**src/sv/udp_voice_packet_classifier_top_assert.svh**
```systemverilog
// Assertion macros used by the top level of the UDP voice packet classifier RTL.
`ifndef UDP_VOICE_PACKET_CLASSIFIER_TOP_ASSERT_SVH
`define UDP_VOICE_PACKET_CLASSIFIER_TOP_ASSERT_SVH

// Same-cycle implication checked on every clock edge outside reset.
`define UDPVC_ASSERT_SAME(lbl, ante, cons, msg) \
   lbl: assert property (@(posedge clock) disable iff (reset) (ante) |-> (cons)) \
      else $error(msg);

// Next-cycle implication checked on every clock edge outside reset.
`define UDPVC_ASSERT_NEXT(lbl, ante, cons, msg) \
   lbl: assert property (@(posedge clock) disable iff (reset) (ante) |=> (cons)) \
      else $error(msg);

`endif

```
**src/sv/udpvc_pkg.sv**
```systemverilog
// Shared types and constants for the UDP voice packet classifier.
package udpvc_pkg;

   localparam logic [15:0] EthHdrBytes   = 16'd14;
   localparam logic [15:0] MinFrameBytes = 16'd34;
   localparam logic [15:0] EtherTypeIpv4 = 16'h0800;
   localparam logic [7:0]  ProtoUdp      = 8'd17;
   localparam logic [15:0] CountMax      = 16'hFFFF;
   localparam logic [15:0] SignalPortRst = 16'd5060;

   typedef enum logic [1:0] {
      REG_HOST_ADDRESS    = 2'd0,
      REG_SIGNAL_PORT     = 2'd1,
      REG_MEDIA_PORT_LOW  = 2'd2,
      REG_MEDIA_PORT_HIGH = 2'd3
   } reg_index_type;

   typedef enum logic [2:0] {
      CLASS_SIGNAL    = 3'd0,
      CLASS_MEDIA     = 3'd1,
      CLASS_OTHER_UDP = 3'd2,
      CLASS_NOT_IPV4  = 3'd3,
      CLASS_NOT_UDP   = 3'd4,
      CLASS_SHORT     = 3'd5
   } class_type;

   typedef struct packed {
      logic [7:0] frame_byte;
      logic       frame_end;
   } req_type;

   typedef struct packed {
      class_type   packet_class;
      logic [15:0] source_port;
      logic [15:0] dest_port;
   } rsp_type;

   typedef struct packed {
      logic [31:0] host_address;
      logic [15:0] signal_port;
      logic [15:0] media_port_low;
      logic [15:0] media_port_high;
   } cfg_type;

   typedef struct packed {
      logic [15:0] byte_count;
      logic [15:0] ether_kind;
      logic [3:0]  header_words;
      logic [7:0]  proto_number;
      logic [31:0] from_address;
      logic [31:0] to_address;
      logic [15:0] from_port;
      logic [15:0] to_port;
   } frame_type;

endpackage

```
**src/sv/udpvc_csr.sv**
```systemverilog
// Configuration registers of the UDP voice packet classifier.
module udpvc_csr
   import udpvc_pkg::*;
(
   input  logic          clock,
   input  logic          reset,
   input  logic          csr_valid,
   output logic          csr_ready,
   input  reg_index_type csr_index,
   input  logic [31:0]   csr_wdata,
   output cfg_type       cfg
);

   cfg_type cfg_ff;
   cfg_type cfg_in;

   assign csr_ready = 1'b1;
   assign cfg       = cfg_ff;

   always_comb begin
      cfg_in = cfg_ff;
      if (csr_valid) begin
         unique case (csr_index)
            REG_HOST_ADDRESS:    cfg_in.host_address    = csr_wdata;
            REG_SIGNAL_PORT:     cfg_in.signal_port     = csr_wdata[15:0];
            REG_MEDIA_PORT_LOW:  cfg_in.media_port_low  = csr_wdata[15:0];
            REG_MEDIA_PORT_HIGH: cfg_in.media_port_high = csr_wdata[15:0];
            default:             cfg_in = cfg_ff;
         endcase
      end
   end

   always_ff @(posedge clock) begin
      if (reset) begin
         cfg_ff.host_address    <= '0;
         cfg_ff.signal_port     <= SignalPortRst;
         cfg_ff.media_port_low  <= '0;
         cfg_ff.media_port_high <= '0;
      end else begin
         cfg_ff <= cfg_in;
      end
   end

endmodule

```
**src/sv/udpvc_capture.sv**
```systemverilog
// Per-frame field capture and byte counting of the UDP voice packet classifier.
module udpvc_capture
   import udpvc_pkg::*;
(
   input  logic       clock,
   input  logic       reset,
   input  logic       advance,
   input  req_type    req,
   output frame_type frame
);

   frame_type   state_ff;
   frame_type   state_in;
   logic [15:0] pos;
   logic [3:0]  words;
   logic [15:0] port_at;
   logic [15:0] port_off;
   logic        in_ports;

   assign pos      = state_ff.byte_count;
   assign words    = (pos == 16'd14) ? req.frame_byte[3:0] : state_ff.header_words;
   assign port_at  = EthHdrBytes + {10'd0, words, 2'b00};
   assign port_off = pos - port_at;
   assign in_ports = (pos >= port_at) && (port_off < 16'd4);

   always_comb begin
      state_in = state_ff;
      state_in.byte_count = (pos == CountMax) ? CountMax : pos + 16'd1;
      if ((pos == 16'd12) || (pos == 16'd13)) begin
         state_in.ether_kind = {state_ff.ether_kind[7:0], req.frame_byte};
      end
      if (pos == 16'd14) begin
         state_in.header_words = req.frame_byte[3:0];
      end
      if (pos == 16'd23) begin
         state_in.proto_number = req.frame_byte;
      end
      if ((pos >= 16'd26) && (pos <= 16'd29)) begin
         state_in.from_address = {state_ff.from_address[23:0], req.frame_byte};
      end
      if ((pos >= 16'd30) && (pos <= 16'd33)) begin
         state_in.to_address = {state_ff.to_address[23:0], req.frame_byte};
      end
      if (in_ports) begin
         if (!port_off[1]) begin
            state_in.from_port = {state_ff.from_port[7:0], req.frame_byte};
         end else begin
            state_in.to_port = {state_ff.to_port[7:0], req.frame_byte};
         end
      end
   end

   assign frame = state_in;

   always_ff @(posedge clock) begin
      if (reset) begin
         state_ff <= '0;
      end else if (advance) begin
         if (req.frame_end) begin
            state_ff <= '0;
         end else begin
            state_ff <= state_in;
         end
      end
   end

endmodule

```
**src/sv/udpvc_classify.sv**
```systemverilog
// Frame classification from the captured fields of the UDP voice packet classifier.
module udpvc_classify
   import udpvc_pkg::*;
(
   input  frame_type frame,
   input  cfg_type   cfg,
   output rsp_type   rsp
);

   logic [15:0] min_len;
   logic        sig_from;
   logic        sig_to;
   logic        media;
   class_type   cls;

   assign min_len  = MinFrameBytes + {10'd0, frame.header_words, 2'b00};
   assign sig_from = (frame.from_address == cfg.host_address) &&
                     (frame.from_port == cfg.signal_port);
   assign sig_to   = (frame.to_address == cfg.host_address) &&
                     (frame.to_port == cfg.signal_port);
   assign media    = (frame.from_port >= cfg.media_port_low) &&
                     (frame.from_port <= cfg.media_port_high);

   always_comb begin
      priority if (frame.byte_count < MinFrameBytes) begin
         cls = CLASS_SHORT;
      end else if (frame.ether_kind != EtherTypeIpv4) begin
         cls = CLASS_NOT_IPV4;
      end else if (frame.byte_count < min_len) begin
         cls = CLASS_SHORT;
      end else if (frame.proto_number != ProtoUdp) begin
         cls = CLASS_NOT_UDP;
      end else if (sig_from || sig_to) begin
         cls = CLASS_SIGNAL;
      end else if (media) begin
         cls = CLASS_MEDIA;
      end else begin
         cls = CLASS_OTHER_UDP;
      end
   end

   always_comb begin
      rsp.packet_class = cls;
      if ((cls == CLASS_SHORT) || (cls == CLASS_NOT_IPV4)) begin
         rsp.source_port = '0;
         rsp.dest_port   = '0;
      end else begin
         rsp.source_port = frame.from_port;
         rsp.dest_port   = frame.to_port;
      end
   end

endmodule

```
**src/sv/udp_voice_packet_classifier_top.sv**
```systemverilog
// Top level of the UDP voice packet classifier.
// A request is registered in the capture stage; a result is registered as its last byte leaves it.
// Throughput: one frame byte per cycle unless a last byte waits on a stalled result.
// A stalled result holds only requests that carry a last byte; other bytes keep flowing.
// Reset is synchronous: it clears frame state, empties both stages and restores registers.
module udp_voice_packet_classifier_top
   import udpvc_pkg::*;
(
   input  logic          clock,
   input  logic          reset,
   input  logic          req_valid,
   output logic          req_stall,
   input  req_type       req_data,
   output logic          rsp_valid,
   input  logic          rsp_stall,
   output rsp_type       rsp_data,
   input  logic          csr_valid,
   output logic          csr_ready,
   input  reg_index_type csr_index,
   input  logic [31:0]   csr_wdata
);

`include "udp_voice_packet_classifier_top_assert.svh"

   logic      s1_valid_ff;
   req_type   s1_data_ff;
   logic      rsp_valid_ff;
   logic      rsp_valid_in;
   rsp_type   rsp_data_ff;
   rsp_type   rsp_next;
   frame_type frame;
   cfg_type   cfg;
   logic      out_free;
   logic      s1_go;
   logic      s1_load;
   logic      end_go;
   logic      end_blocked;
   logic      rsp_class_ok;
   logic      rsp_ports_ok;

   assign out_free  = !rsp_valid_ff || !rsp_stall;
   assign s1_go     = s1_valid_ff && (!s1_data_ff.frame_end || out_free);
   assign s1_load   = !s1_valid_ff || s1_go;
   assign req_stall = !s1_load;
   assign end_go    = s1_go && s1_data_ff.frame_end;

   assign rsp_valid    = rsp_valid_ff;
   assign rsp_data     = rsp_data_ff;
   assign rsp_valid_in = end_go || (rsp_valid_ff && rsp_stall);

   assign end_blocked  = s1_valid_ff && s1_data_ff.frame_end && rsp_valid_ff && rsp_stall;
   assign rsp_class_ok = (rsp_data_ff.packet_class <= CLASS_SHORT);
   assign rsp_ports_ok = ((rsp_data_ff.packet_class != CLASS_SHORT) &&
                          (rsp_data_ff.packet_class != CLASS_NOT_IPV4)) ||
                         ((rsp_data_ff.source_port == 16'd0) &&
                          (rsp_data_ff.dest_port == 16'd0));

   udpvc_csr u_csr (
      .clock     (clock),
      .reset     (reset),
      .csr_valid (csr_valid),
      .csr_ready (csr_ready),
      .csr_index (csr_index),
      .csr_wdata (csr_wdata),
      .cfg       (cfg)
   );

   udpvc_capture u_capture (
      .clock   (clock),
      .reset   (reset),
      .advance (s1_go),
      .req     (s1_data_ff),
      .frame   (frame)
   );

   udpvc_classify u_classify (
      .frame (frame),
      .cfg   (cfg),
      .rsp   (rsp_next)
   );

   always_ff @(posedge clock) begin
      if (reset) begin
         s1_valid_ff  <= 1'b0;
         rsp_valid_ff <= 1'b0;
      end else begin
         if (s1_load) begin
            s1_valid_ff <= req_valid;
         end
         rsp_valid_ff <= rsp_valid_in;
      end
   end

   always_ff @(posedge clock) begin
      if (s1_load && req_valid) begin
         s1_data_ff <= req_data;
      end
      if (end_go) begin
         rsp_data_ff <= rsp_next;
      end
   end

   `UDPVC_ASSERT_SAME(a_class_range, rsp_valid_ff, rsp_class_ok, "result class out of range")
   `UDPVC_ASSERT_SAME(a_ports_zero, rsp_valid_ff, rsp_ports_ok, "ports not cleared")
   `UDPVC_ASSERT_SAME(a_stall_cause, req_stall, end_blocked, "stall without a blocked last byte")
   `UDPVC_ASSERT_NEXT(a_end_gives_result, end_go, rsp_valid_ff, "last byte gave no result")

endmodule
```
**config.mk**
```make
export PLATFORM = sky130hd
export DESIGN_NAME = udp_voice_packet_classifier_top
export DESIGN_NICKNAME = d
export VERILOG_FILES = /design/src/sv/udpvc_pkg.sv /design/src/sv/udpvc_csr.sv /design/src/sv/udpvc_capture.sv /design/src/sv/udpvc_classify.sv /design/src/sv/udp_voice_packet_classifier_top.sv
export VERILOG_INCLUDE_DIRS = /design/src /design/src/sv
export SDC_FILE = /design/constraint.sdc
export NUM_CORES = 1
export LEC_CHECK = 0
export ABC_AREA = 1
export BUFFER_PORTS_ARGS = -buffer_cell sky130_fd_sc_hd__buf_4
export CELL_PAD_IN_SITES_DETAIL_PLACEMENT = 1
export CELL_PAD_IN_SITES_GLOBAL_PLACEMENT = 1
export CORE_ASPECT_RATIO = 0.5
export CORE_MARGIN = 1
export CORE_UTILIZATION = 46
export CTS_BUF_LIST = sky130_fd_sc_hd__clkbuf_4 sky130_fd_sc_hd__clkbuf_8
export DETAILED_ROUTE_END_ITERATION = 10
export PLACE_DENSITY_LB_ADDON = 0.1
export SLEW_MARGIN = 20
export SYNTH_ARGS = -nofsm -noshare
export SYNTH_HDL_FRONTEND = slang
export SYNTH_SLANG_ARGS = --single-unit
export TNS_END_PERCENT = 50
```
**constraint.sdc**
```tcl
create_clock -name clock -period 5.97 [get_ports clock]
set_clock_uncertainty 0.05 [all_clocks]
set_input_delay 1.791 -clock clock [delete_from_list [all_inputs] [get_ports clock]]
set_output_delay 1.791 -clock clock [all_outputs]
set_load 0.005 [all_outputs]
```
# Word level (Yosys, flattened, before mapping)
# Index checks and enable logic that the tools add are counted.
[word_totals]
regBits = 266
ram_bits = 0
inputBits = 48
memories = 0
romBits = 0
latchBits = 0
word_cells = 92
out_inout_bits = 38
[op_classes]
mul = 0
n_reduce_logical = 27
eq_ne = 16
order_cmp = 10
shift = 0
bitwise = 0
div = 0
n_mux = 16
n_addsub = 4
[op_table]
columns = ["operator", "count"]
rows = [
  ["140-bit two-way mux", 1],
  ["32-bit two-way mux", 3],
  ["32-bit == test", 2],
  ["16-bit two-way mux", 4],
  ["16-bit by 4-bit == test with 1-bit output, second input constant", 3],
  ["16-bit == test", 2],
  ["16-bit greater-or-equal comparator", 2],
  ["16-bit by 5-bit greater-or-equal comparator with 1-bit output, second input constant", 2],
  ["16-bit by 1-bit adder with 16-bit output, second input constant", 1],
  ["16-bit == test, second input constant", 1],
  ["16-bit by 5-bit == test with 1-bit output, second input constant", 1],
  ["16-bit <= comparator", 1],
  ["16-bit by 5-bit <= comparator with 1-bit output, second input constant", 1],
  ["16-bit by 6-bit <= comparator with 1-bit output, second input constant", 1],
  ["16-bit less-than comparator", 1],
  ["16-bit by 3-bit less-than comparator with 1-bit output, second input constant", 1],
  ["16-bit by 6-bit less-than comparator with 1-bit output, second input constant", 1],
  ["16-bit by 12-bit != test with 1-bit output, second input constant", 1],
  ["16-bit subtractor", 1],
  ["3-bit two-way mux", 5],
  ["1-bit logical AND", 10],
  ["8-bit two-way mux", 1],
  ["8-bit by 5-bit != test with 1-bit output, second input constant", 1],
  ["2-bit AND reduction", 4],
  ["11 further kinds", 22],
]

# Longest topological paths before layout
# Gate-level depths: netlist of run 1.
[logic_depth]
ltp_word = 17
mapped_depth = 41

# By module
# A second synthesis of run 1 with hierarchy kept.
[unflattened]
hier_cells = 2334
hier_area_um2 = 16343.2
[by_module_without_submodules]
columns = ["module", "area_each_um2", "cells_per_inst", "instances"]
rows = [
  ["udpvc_capture", 8757.1, 1263, 1],
  ["udpvc_csr", 3334.4, 508, 1],
  ["udpvc_classify", 2820.2, 500, 1],
  ["udp_voice_packet_classifier_top", 1431.4, 63, 1],
]

# Least setup slack after synthesis of run 1
# OpenSTA, ideal clock, no wires.
[synth_timing]
path_kind = "reg-to-reg"
from = "reg u_capture.state_ff, in the netlist u_capture.pos[11]"
to = "reg rsp_data_ff, in the netlist rsp_data[33], data pin"
path_buffers = 2
path_slack_ns = 0.788
stages_incl_launch_ff = 36
t_arrival_ns = 4.873
period_less_slack_ns = 5.182
setup_time_ns = 0.259
required_ns = 5.661
cell_sequence = "dfxtp_1 buf_2 nor2_1 nand2_1 nor2_1 nand4_1 o21ai_0 inv_1 ha_1 inv_1 xor2_1 ha_1 or2_2 nand3_2 nand3_1 nand2_1 nand3_1 nor2_1 buf_2 nand4_1 nand2_1 inv_1 ha_1 inv_1 nand2_1 a21oi_1 o21ai_0 a21oi_1 o21bai_1 nand2_1 nand2_1 a21oi_1 o211ai_1 a21oi_1 nand3_1 a21oi_1"
[synth_rtl]
columns = ["element", "line", "text"]
rows = [
  ["start: declaration", "udpvc_capture.sv:12", "frame_type state_ff;"],
  ["start signal: assignment", "udpvc_capture.sv:62", "state_ff <= state_in;"],
  ["end signal: assignment", "udp_voice_packet_classifier_top.sv:99", "rsp_data_ff <= rsp_next;"],
  ["end: declaration", "udp_voice_packet_classifier_top.sv:29", "rsp_type rsp_data_ff;"],
]

==> results of run 1 <==
==> power groups by stage <==
stage          Sequential, mW  Clock [mW]  Combinational, mW
3_5_place_dp             1.93           0              0.311
2_1_floorplan            1.91           0              0.179
6_report                 1.89        1.71              0.318
3_3_place_gp             1.92           0              0.303
4_1_cts                  1.89        1.73              0.314
5_1_grt                  1.89        1.81              0.349
==> cell type report <==
| cell class | count | area share |
|---|---|---|
| clock buffer | 63 | 0.0448 |
| clock inverter | 9 | 0.00580 |
| inverter | 324 | 0.0707 |
| sequential | 266 | 0.334 |
| multi-input combinational | 1645 | 0.460 |
| tap | 432 | 0.0313 |
| timing repair buffer | 121 | 0.0531 |
==> placed cells by master, fill, tap and decap left out, types with 2 or more instances in the layout <==
cell,netlist,final
clkinv_1,5,3
o21ai_1,11,14
nand3_1,150,150
o211ai_1,19,19
inv_1,313,313
nand4_1,40,40
nor3_1,9,9
dfxtp_1,222,221
nand3_2,3,2
nor4_1,4,4
clkbuf_4,0,15
bufinv_16,0,2
o21bai_1,3,3
clkinv_2,0,5
ha_1,48,47
nand2_1,721,719
o21ai_0,163,160
edfxtp_1,44,44
nor2_4,1,4
buf_4,3,120
clkinvlp_4,0,3
o22ai_1,34,34
inv_2,6,7
nand2_2,2,3
nor2_2,35,36
clkbuf_8,0,48
a21oi_1,205,204
xor2_1,28,28
nor2_1,155,151
or2_2,2,2
==> how the worst max path moves through the flow <==
stage | to | start | depth (start not counted) | slack [ns]
3_5_place_dp | rsp_data[33] | u_capture.pos[10] | 33 | 0.04
5_1_grt | rsp_data[33] | u_capture.pos[13] | 36 | -0.01
4_1_cts | rsp_data[33] | u_capture.pos[10] | 33 | 0.009
3_3_place_gp | rsp_data[33] | u_capture.pos[10] | 34 | 0.31
6_report | rsp_data[33] | u_capture.pos[13] | 35 | 0.37
2_1_floorplan | rsp_data[33] | u_capture.pos[11] | 35 | 0.79
==> cell families after synthesis <==
group / synth area share
AO/OA/AOI/OAI: 0.152
XOR/XNOR: 0.0160
adder cells (fa/ha/maj): 0.0405
buffers and inverters: 0.110
flip-flops: 0.376
multiplexers: 0.00139
other: 0.000245
AND/OR/NAND/NOR: 0.305
==> state kept, by name, summed over array words and instances (netlist names) <==
name                count
u_csr.cfg              80
rsp_data               35
s1_data_ff              9
u_capture.state_ff    124
u_capture.pos          16
rsp_valid               1
s1_valid_ff             1
==> timing repair <==
action | 4_1_cts | 5_1_grt
hold buffers | 0 | 0
gates resized for setup | 0 | 14
setup buffers | 0 | 3
endpoints found under the setup margin | 0 | 2
endpoints found under the hold margin | 0 | 0
==> worst max-delay path, delay by kind of cell, from the launching register on <==
kind	cells	cell delay (ns)
buffers and inverters	6	0.74
AO/OA/AOI/OAI	9	1.29
XOR/XNOR	1	0.14
flip-flops	1	0.40
AND/OR/NAND/NOR	16	2.04
adder cells (fa/ha/maj)	3	0.77
==> layer usage <==
layer,vias to the layer above,GRT usage
li1,7623,-
met1,7586,0.449
met2,399,0.486
met3,113,0.0559
met4,2,0.0991
met5,-,0.0219
==> impl_metrics.ini, run 1 <==
[global_route]
overflow = 0
grt_antenna_before_repair = 0
grt_max_degree = 88
grt_pass1_wl_um = 85200
grt_pass1_vias = 15500
track_usage = 0.317

[place]
hpwl_um = 38000
numPortBuffers = 84
dpl.cell_count = 2785
dpl_worst_slack_ns = 0.0395
place_area_mm2 = 0.0163
place.gp.congestion = 0.935

[yosys]
synth-seq-cells = 266
synth_largest_area_cell = dfxtp_1
yosys_warnings = 0
synthFlopType = dfxtp_1
syn_avg_cell_area_um2 = 6.54
synth-edff-count = 44
syn_inst = 2343
synth_nets = 2440
yosysMostFrequentCell = nand2_1
synth_area_leaders = dfxtp_1 (29%), nand2_1 (18%), edfxtp_1 (8.6%), inv_1 (7.7%), a21oi_1 (6.7%)
ys_types = 40
synthTopCellsByCount = nand2_1 (721), inv_1 (313), dfxtp_1 (222)
post-synth-top-area-fraction = 0.290
netlist_area_mm2 = 0.0153
async_flop_share = 0
yosysSeqAreaShare = 0.376

[finish]
finalNonFillerCells = 2860
antennaDiodeCount = 0
postLayoutCellArea_mm2 = 0.0173
final_nets = 2497
area_growth_syn_to_layout_pct = 12.5
drive_above_1_share = 0.106
multiInputGateArea_mm2 = 0.00794
seq_area_mm2 = 0.00577
utilization = 0.535
n_fill_cell = 4377

[min_path]
hold_start = u_capture.state_ff[114]
hold_class = reg -> reg
hold_depth = 2
hold_end = u_capture.state_ff[114]

[detailed_routing]
drc_errors = 0
routed_wl_um = 53900
wl_met3_um = 3330
highest_layer = met5
vias = 15700
antenna_left = 0
first_pass_iters = 5
vias_per_cell = 5.50
dr_wl_met2_um = 23300
wl_met1_um = 25600
drtIter0Drc = 1269
wl_per_cell_um = 18.8

[clock_network]
clkTransAtPathRegs_ns = 0.07
cts_buffer_depth = 3
insertion_delay_ns = 0.59
cts_buffers = 42
cts_tree = yes
cts_max_level = 2
cts.sinks = 266
cts-root-buf = clkbuf_8

[die]
start_util = 0.476
die_h_um = 131
core_area_mm2 = 0.0322
die_w_um = 260
die_area_mm2 = 0.0341
ios = 86
rows = 46

[worst_setup_path]
slowest_delay_ns = 0.40
cp-end-kind = register
rr_worst_depth = 35
r2r_start = u_capture.pos[13]
critPathKind = reg -> reg
worstSetupStartpointType = register
path_common_cell = nand2_1
crit_required_ns = 6.35
rrSetupSlack_ns = 0.37
critPathMaxFanout = 22
critPathSlowestCell = dfxtp_1
r2r_end = rsp_data[33]
crit_arrival_ns = 5.97

[timing]
relSlewSlack = 0.274
setup_viol = 0
fin_crit_ns = 5.60
finalCritPeriodShare = 0.937
slew_viol_final = 0
fmax_ghz = 0.179
hold_violations = 0
tns_ns = 0
setup_slack_ns = 0.375
whs_ns = 0.415
worstMarginPinSlew_ns = 1.09

[pwr]
power.clock.fraction = 0.437
ir_drop_mv = 0.139
power_density_mw_per_mm2 = 227
netSwitchingFraction = 0.268
power.total_mw = 3.92
leakage_nw = 7.56
intPower_mw = 2.87
p_switching_mw = 1.05
combPwrFrac = 0.081
seq_power_share = 0.482

[status]
run_status = finished clean

[run]
drv_cap = 0
Note: power is estimated with default switching activity, not from simulation.
==> run 2, diff against run 1 <==
--- a/config.mk
+++ b/config.mk
@@ -6,13 +6,12 @@
 export SDC_FILE = /design/constraint.sdc
 export NUM_CORES = 1
 export LEC_CHECK = 0
-export ABC_AREA = 1
 export BUFFER_PORTS_ARGS = -buffer_cell sky130_fd_sc_hd__buf_4
 export CELL_PAD_IN_SITES_DETAIL_PLACEMENT = 1
 export CELL_PAD_IN_SITES_GLOBAL_PLACEMENT = 1
 export CORE_ASPECT_RATIO = 0.5
 export CORE_MARGIN = 1
-export CORE_UTILIZATION = 46
+export CORE_UTILIZATION = 48
 export CTS_BUF_LIST = sky130_fd_sc_hd__clkbuf_4 sky130_fd_sc_hd__clkbuf_8
 export DETAILED_ROUTE_END_ITERATION = 10
 export PLACE_DENSITY_LB_ADDON = 0.1
==> impl_metrics.ini, run 2 <==
[status]
run_status = finished with violations
violations = setup timing

[yosys]
netlist_area_mm2 = 0.0142
synth_nets = 1828
async_flop_share = 0
synth-edff-count = 44
syn_avg_cell_area_um2 = 8.22
synthFlopType = dfxtp_1
synth_largest_area_cell = dfxtp_1
syn_inst = 1731
yosysMostFrequentCell = nand2_1
synth_area_leaders = dfxtp_1 (31%), edfxtp_1 (9.3%), a22oi_1 (6.6%), nand2_1 (5.9%), nor2_1 (5.7%)
ys_types = 81
synthTopCellsByCount = nand2_1 (224), dfxtp_1 (222), nor2_1 (217)
synth-seq-cells = 266
yosys_warnings = 0
post-synth-top-area-fraction = 0.312
yosysSeqAreaShare = 0.405

[detailed_routing]
drc_errors = 0
routed_wl_um = 54600
vias = 14100
first_pass_iters = 6
drtIter0Drc = 1155
vias_per_cell = 6.21
antenna_left = 0
wl_per_cell_um = 24.1

[global_route]
grt_max_degree = 149
grt_antenna_before_repair = 0
grt_pass1_vias = 14000
track_usage = 0.356
grt_pass1_wl_um = 81900
overflow = 0

[die]
start_util = 0.490
die_w_um = 246
die_h_um = 124
ios = 86
core_area_mm2 = 0.0291
die_area_mm2 = 0.0304
rows = 44

[clock_network]
cts_buffers = 40
cts_tree = yes
cts_max_level = 2
cts_buffer_depth = 3
cts.sinks = 266
cts.hold.buffers_added = 0
clkTransAtPathRegs_ns = 0.07
cts-root-buf = clkbuf_8
insertion_delay_ns = 0.59

[place]
numPortBuffers = 84
place.gp.congestion = 0.964
dpl_worst_slack_ns = -0.322
hpwl_um = 38900
dpl.cell_count = 2174

[timing]
finalCritPeriodShare = 1.04
tns_ns = -0.465
hold_violations = 0
relSlewSlack = 0.323
setup_viol = 2
slew_viol_final = 0
setup_slack_ns = -0.261
rsz0062_at_grt = true
worstMarginPinSlew_ns = 1.02
fin_crit_ns = 6.23
fmax_ghz = 0.160
whs_ns = 0.408

[worst_setup_path]
critPathSlowestCell = or4_4
worstSetupStartpointType = register
crit_arrival_ns = 6.56
critPathKind = reg -> reg
critPathMaxFanout = 7
rr_worst_depth = 25
rrSetupSlack_ns = -0.26
crit_required_ns = 6.29
cp-end-kind = register
slowest_delay_ns = 0.53

[pwr]
netSwitchingFraction = 0.261
ir_drop_mv = 0.165
seq_power_share = 0.485
power.clock.fraction = 0.441
p_switching_mw = 1.02
power_density_mw_per_mm2 = 230
combPwrFrac = 0.074
leakage_nw = 6.65
intPower_mw = 2.88

[finish]
final_cell_mix = nand2_1 (222), dfxtp_1 (220), nor2_1 (214)
drive_above_1_share = 0.184
top_register = u_capture.state_ff
largest_register_ffs = 124
antennaDiodeCount = 0
finalNonFillerCells = 2267
area_growth_syn_to_layout_pct = 18.9
layout_commonest_cell = nand2_1
n_fill_cell = 3475
final_nets = 1944

[min_path]
hold_class = reg -> reg
hold_depth = 2

[run]
drv_cap = 0
## run 2: area by class of cell
cell class | count | area (um^2) | share of cell area
clock inverter | 12 | 138 | 0.00813
multi-input combinational | 1236 | 7880 | 0.465
inverter | 103 | 387 | 0.0228
clock buffer | 59 | 749 | 0.0443
sequential | 266 | 5770 | 0.341
tap | 391 | 489 | 0.0289
timing repair buffer | 200 | 1520 | 0.0895
## run 2: layer usage
layer	up-vias	part of all wire	global-route usage
met5	-	0	0
met4	0	0.030	0.128
met3	128	0.077	0.0631
met2	628	0.44	0.563
met1	7035	0.45	0.489
li1	6292	-	-
## run 2: repair_timing
item,4_1_cts,5_1_grt
hold endpoints to repair,0,0
resized for setup,13,28
endpoints found under the setup margin,2,2
pin swaps,8,15
setup buffers,21,2
## run 2: kinds of logic after synthesis
kind of cell,Yosys count,share of synthesized area
AOI/OAI and AO/OA,427,0.199
xor gates and xnor gates,109,0.0671
adders and majority gates,49,0.0436
buffers and inverters,229,0.0641
DFF,266,0.405
muxes,33,0.0236
other,1,0.000263
and+or+nand+nor,617,0.197
## run 2: stage by stage
| stage | util | total power [mW] | instance area, um^2 |
|---|---|---|---|
| floorplan | - | 2.07 | 14400 |
| global placement | 0.540 | 2.20 | 15700 |
| detailed placement | 0.540 | 2.20 | 15700 |
| CTS | 0.577 | 3.90 | 16800 |
| global route | 0.582 | 4.01 | 16900 |
| finish | 0.582 | 3.90 | 16900 |
## run 2: worst paths after layout
check,start,to
max,u_capture.pos[13],rsp_data[32]
min,u_csr.cfg[21],u_csr.cfg[21]
max reg2reg,u_capture.pos[13],rsp_data[32]
min reg2reg,u_csr.cfg[21],u_csr.cfg[21]
## run 2: worst max-delay path: cells and delay by family, from the launching register on
kind            cells  cell delay [ns]
compound gates      8             1.61
xor+xnor            1             0.17
fa+ha+maj           2             0.74
buf+inv             4             0.49
flops               1             0.34
mux                 2             0.51
simple gates        8             2.12
## run 2: power groups by stage
| stage | Clock, mW | Combinational (mW) | Sequential (mW) |
|---|---|---|---|
| after CTS | 1.73 | 0.280 | 1.89 |
| after global routing | 1.81 | 0.308 | 1.89 |
| after global placement | 0 | 0.268 | 1.93 |
| final | 1.72 | 0.288 | 1.89 |
| after detailed placement | 0 | 0.276 | 1.93 |
| after floorplan | 0 | 0.172 | 1.90 |
==> run 3, diff against run 2 <==
--- a/config.mk
+++ b/config.mk
@@ -11,12 +11,13 @@
 export CELL_PAD_IN_SITES_GLOBAL_PLACEMENT = 1
 export CORE_ASPECT_RATIO = 0.5
 export CORE_MARGIN = 1
-export CORE_UTILIZATION = 48
+export CORE_UTILIZATION = 50
 export CTS_BUF_LIST = sky130_fd_sc_hd__clkbuf_4 sky130_fd_sc_hd__clkbuf_8
 export DETAILED_ROUTE_END_ITERATION = 10
 export PLACE_DENSITY_LB_ADDON = 0.1
 export SLEW_MARGIN = 20
 export SYNTH_ARGS = -nofsm -noshare
 export SYNTH_HDL_FRONTEND = slang
+export SYNTH_HIERARCHICAL = 1
 export SYNTH_SLANG_ARGS = --single-unit
 export TNS_END_PERCENT = 50
==> constraint.sdc (replaced) <==
create_clock -name clock -period 5.9 [get_ports clock]
set_clock_uncertainty 0.05 [all_clocks]
set_input_delay 1.77 -clock clock [delete_from_list [all_inputs] [get_ports clock]]
set_output_delay 1.77 -clock clock [all_outputs]
set_load 0.005 [all_outputs]
==> impl_metrics.ini, run 3 <==
[worst_setup_path]
worstSetupStartpointType = register
crit_required_ns = 6.16
critPathKind = reg -> reg
r2r_start = u_capture/pos[12]
cp-end-kind = register
r2r_end = rsp_data[33]
rr_worst_depth = 22
rrSetupSlack_ns = -0.03
critPathMaxFanout = 7
crit_arrival_ns = 6.19

[yosys]
synth_compound_area_frac = 0.124
netlist_area_mm2 = 0.0153
yosysMostFrequentCell = dfxtp_1
synth-simple-area-share = 0.195
synth-seq-cells = 266
post-synth-top-area-fraction = 0.291
yosys_warnings = 6
synth_top_family_by_area = simple AND/OR/NAND/NOR gates
syn_avg_cell_area_um2 = 9.70
synth_largest_area_cell = dfxtp_1
synth-edff-count = 44
yosysSeqAreaShare = 0.378
synthAdderAreaFrac = 0.0399
synth_area_leaders = dfxtp_1 (29%), edfxtp_1 (8.7%), mux2_2 (8.3%), mux2i_1 (5.5%), nand2b_1 (5.1%)
synthMuxAreaShare = 0.149
ys_types = 84
async_flop_share = 0
synthTopCellsByCount = dfxtp_1 (222), nor2_1 (134), nand2b_1 (125)
synth_xor_area_frac = 0.0632
synth_nets = 1668
syn_inst = 1572
synthFlopType = dfxtp_1

[die]
start_util = 0.517
core_area_mm2 = 0.0295
die_area_mm2 = 0.0313
die_w_um = 249
rows = 44
ios = 86
die_h_um = 126

[global_route]
overflow = 0
grt_antenna_before_repair = 2
track_usage = 0.329
grt_max_degree = 132
grt_pass1_vias = 13100
grt_pass1_wl_um = 79500

[detailed_routing]
routed_wl_um = 52900
first_pass_iters = 5
dr_wl_met2_um = 23300
vias_per_cell = 6.27
highest_layer = met5
drtIter0Drc = 1320
drc_errors = 0
wl_met3_um = 3960
antenna_left = 0
vias = 13000
wl_met1_um = 24400
wl_per_cell_um = 25.5

[status]
run_status = finished with violations
violations = setup timing

[clock_network]
cts_max_level = 2
insertion_delay_ns = 0.58
clkTransAtPathRegs_ns = 0.07
cts_buffers = 42
cts.hold.buffers_added = 0
cts_tree = yes
cts.sinks = 266
cts-root-buf = clkbuf_8
cts_buffer_depth = 3

[timing]
rsz0062_at_grt = true
fmax_ghz = 0.169
finalCritPeriodShare = 1.01
relSlewSlack = 0.219
setup_slack_ns = -0.0326
hold_violations = 0
worstMarginPinSlew_ns = 1.16
tns_ns = -0.0326
fin_crit_ns = 5.93
slew_viol_final = 0
setup_viol = 1

[place]
numPortBuffers = 84
place.gp.congestion = 0.927
dpl.cell_count = 1990
hpwl_um = 36800

[finish]
finalNonFillerCells = 2076
layout_commonest_cell = dfxtp_1
largest_register_ffs = 124
final_cell_mix = dfxtp_1 (219), buf_4 (144), nor2_1 (133)
area_growth_syn_to_layout_pct = 15.5
drive_above_1_share = 0.259
top_register = u_capture/state_ff
utilization = 0.597
final_nets = 1750
antennaDiodeCount = 0

[pwr]
ir_drop_mv = 0.173
power_density_mw_per_mm2 = 227
leakage_nw = 7.20

[min_path]
hold_start = u_csr/cfg[25]
hold_class = reg -> reg
hold_end = u_csr/cfg[25]
hold_depth = 2

[run]
drv_cap = 0
[run 3: cell families (layout without fill, tap and decap cells)]
logic type / count (synthesis) / count (layout)
multiplexers: 208 / 208
XOR/XNOR: 110 / 110
adder cells (fa/ha/maj): 48 / 48
buffers and inverters: 166 / 278
other: 1 / 1
AO/OA/AOI/OAI: 253 / 253
AND/OR/NAND/NOR: 520 / 521
flip-flops: 266 / 266
[run 3: final cells by class]
| type | count | area (um^2) |
|---|---|---|
| fill | 3290 | 11900 |
| multi-input combinational | 1141 | 8990 |
| sequential | 266 | 5770 |
| timing repair buffer | 153 | 1220 |
| clock buffer | 61 | 783 |
| tap | 391 | 489 |
| inverter | 50 | 188 |
| clock inverter | 14 | 170 |
[run 3: stage by stage]
| step | hold slack, ns | cell area (um^2) | worst slack, ns | power, mW |
|---|---|---|---|---|
| 2_1_floorplan | 0.400 | 15300 | 0.00983 | 2.09 |
| 3_3_place_gp | 0.412 | 16400 | 0.0820 | 2.19 |
| 3_5_place_dp | 0.423 | 16400 | -0.0716 | 2.20 |
| 4_1_cts | 0.434 | 17300 | 0.00955 | 4.01 |
| 5_1_grt | 0.452 | 17600 | -0.174 | 4.12 |
| 6_report | 0.431 | 17600 | -0.0326 | 4.00 |
[run 3: layer usage]
layer	vias up	global-route usage
li1	5873	-
met5	-	0
met3	97	0.0558
met2	503	0.514
met4	2	0.0850
met1	6548	0.471
[run 3: how the worst max path moves through the flow]
stage / endpoint / cells past startpoint / slack [ns] / start
after floorplan: rsp_data[33] / 22 / 0.01 / u_capture/pos[9]
after global placement: rsp_data[33] / 20 / 0.08 / u_capture/pos[6]
after detailed placement: rsp_data[33] / 21 / -0.07 / u_capture/pos[6]
after CTS: rsp_data[32] / 20 / 0.01 / u_capture/pos[6]
after global routing: rsp_data[33] / 22 / -0.17 / u_capture/pos[12]
final: rsp_data[33] / 22 / -0.03 / u_capture/pos[12]
[run 3: worst max-delay path, cell delays in order (launching register included)]
cell	delay, ns
dfxtp_2	0.34
nor4_4	0.31
nand4b_1	0.16
or3_4	0.51
mux2i_2	0.25
nor2b_4	0.21
xnor2_1	0.15
ha_2	0.35
a211oi_1	0.29
nand3_1	0.14
o22a_2	0.27
a211oi_4	0.27
buf_4	0.17
nand3_4	0.17
buf_6	0.20
mux2_2	0.34
ha_1	0.31
nand2_1	0.05
nor3_1	0.27
a211oi_1	0.11
o31ai_1	0.35
o311a_1	0.30
o41ai_2	0.11
[run 3: timing repair]
| action | 4_1_cts | 5_1_grt |
|---|---|---|
| setup buffers | 0 | 9 |
| setup endpoints to repair | 2 | 2 |
| resized for setup | 3 | 30 |
| pin swaps | 0 | 16 |
| cloned | 0 | 1 |
| endpoints found under the hold margin | 0 | 0 |
[run 3: where the power goes]
group          switching [mW]  total [mW]  leakage, nW  internal, mW
logic                   0.157       0.260         4.43         0.104
registers              0.0433        1.91         2.26          1.87
clock network           0.800        1.83        0.502          1.03
total                    1.00        4.00         7.20          3.00
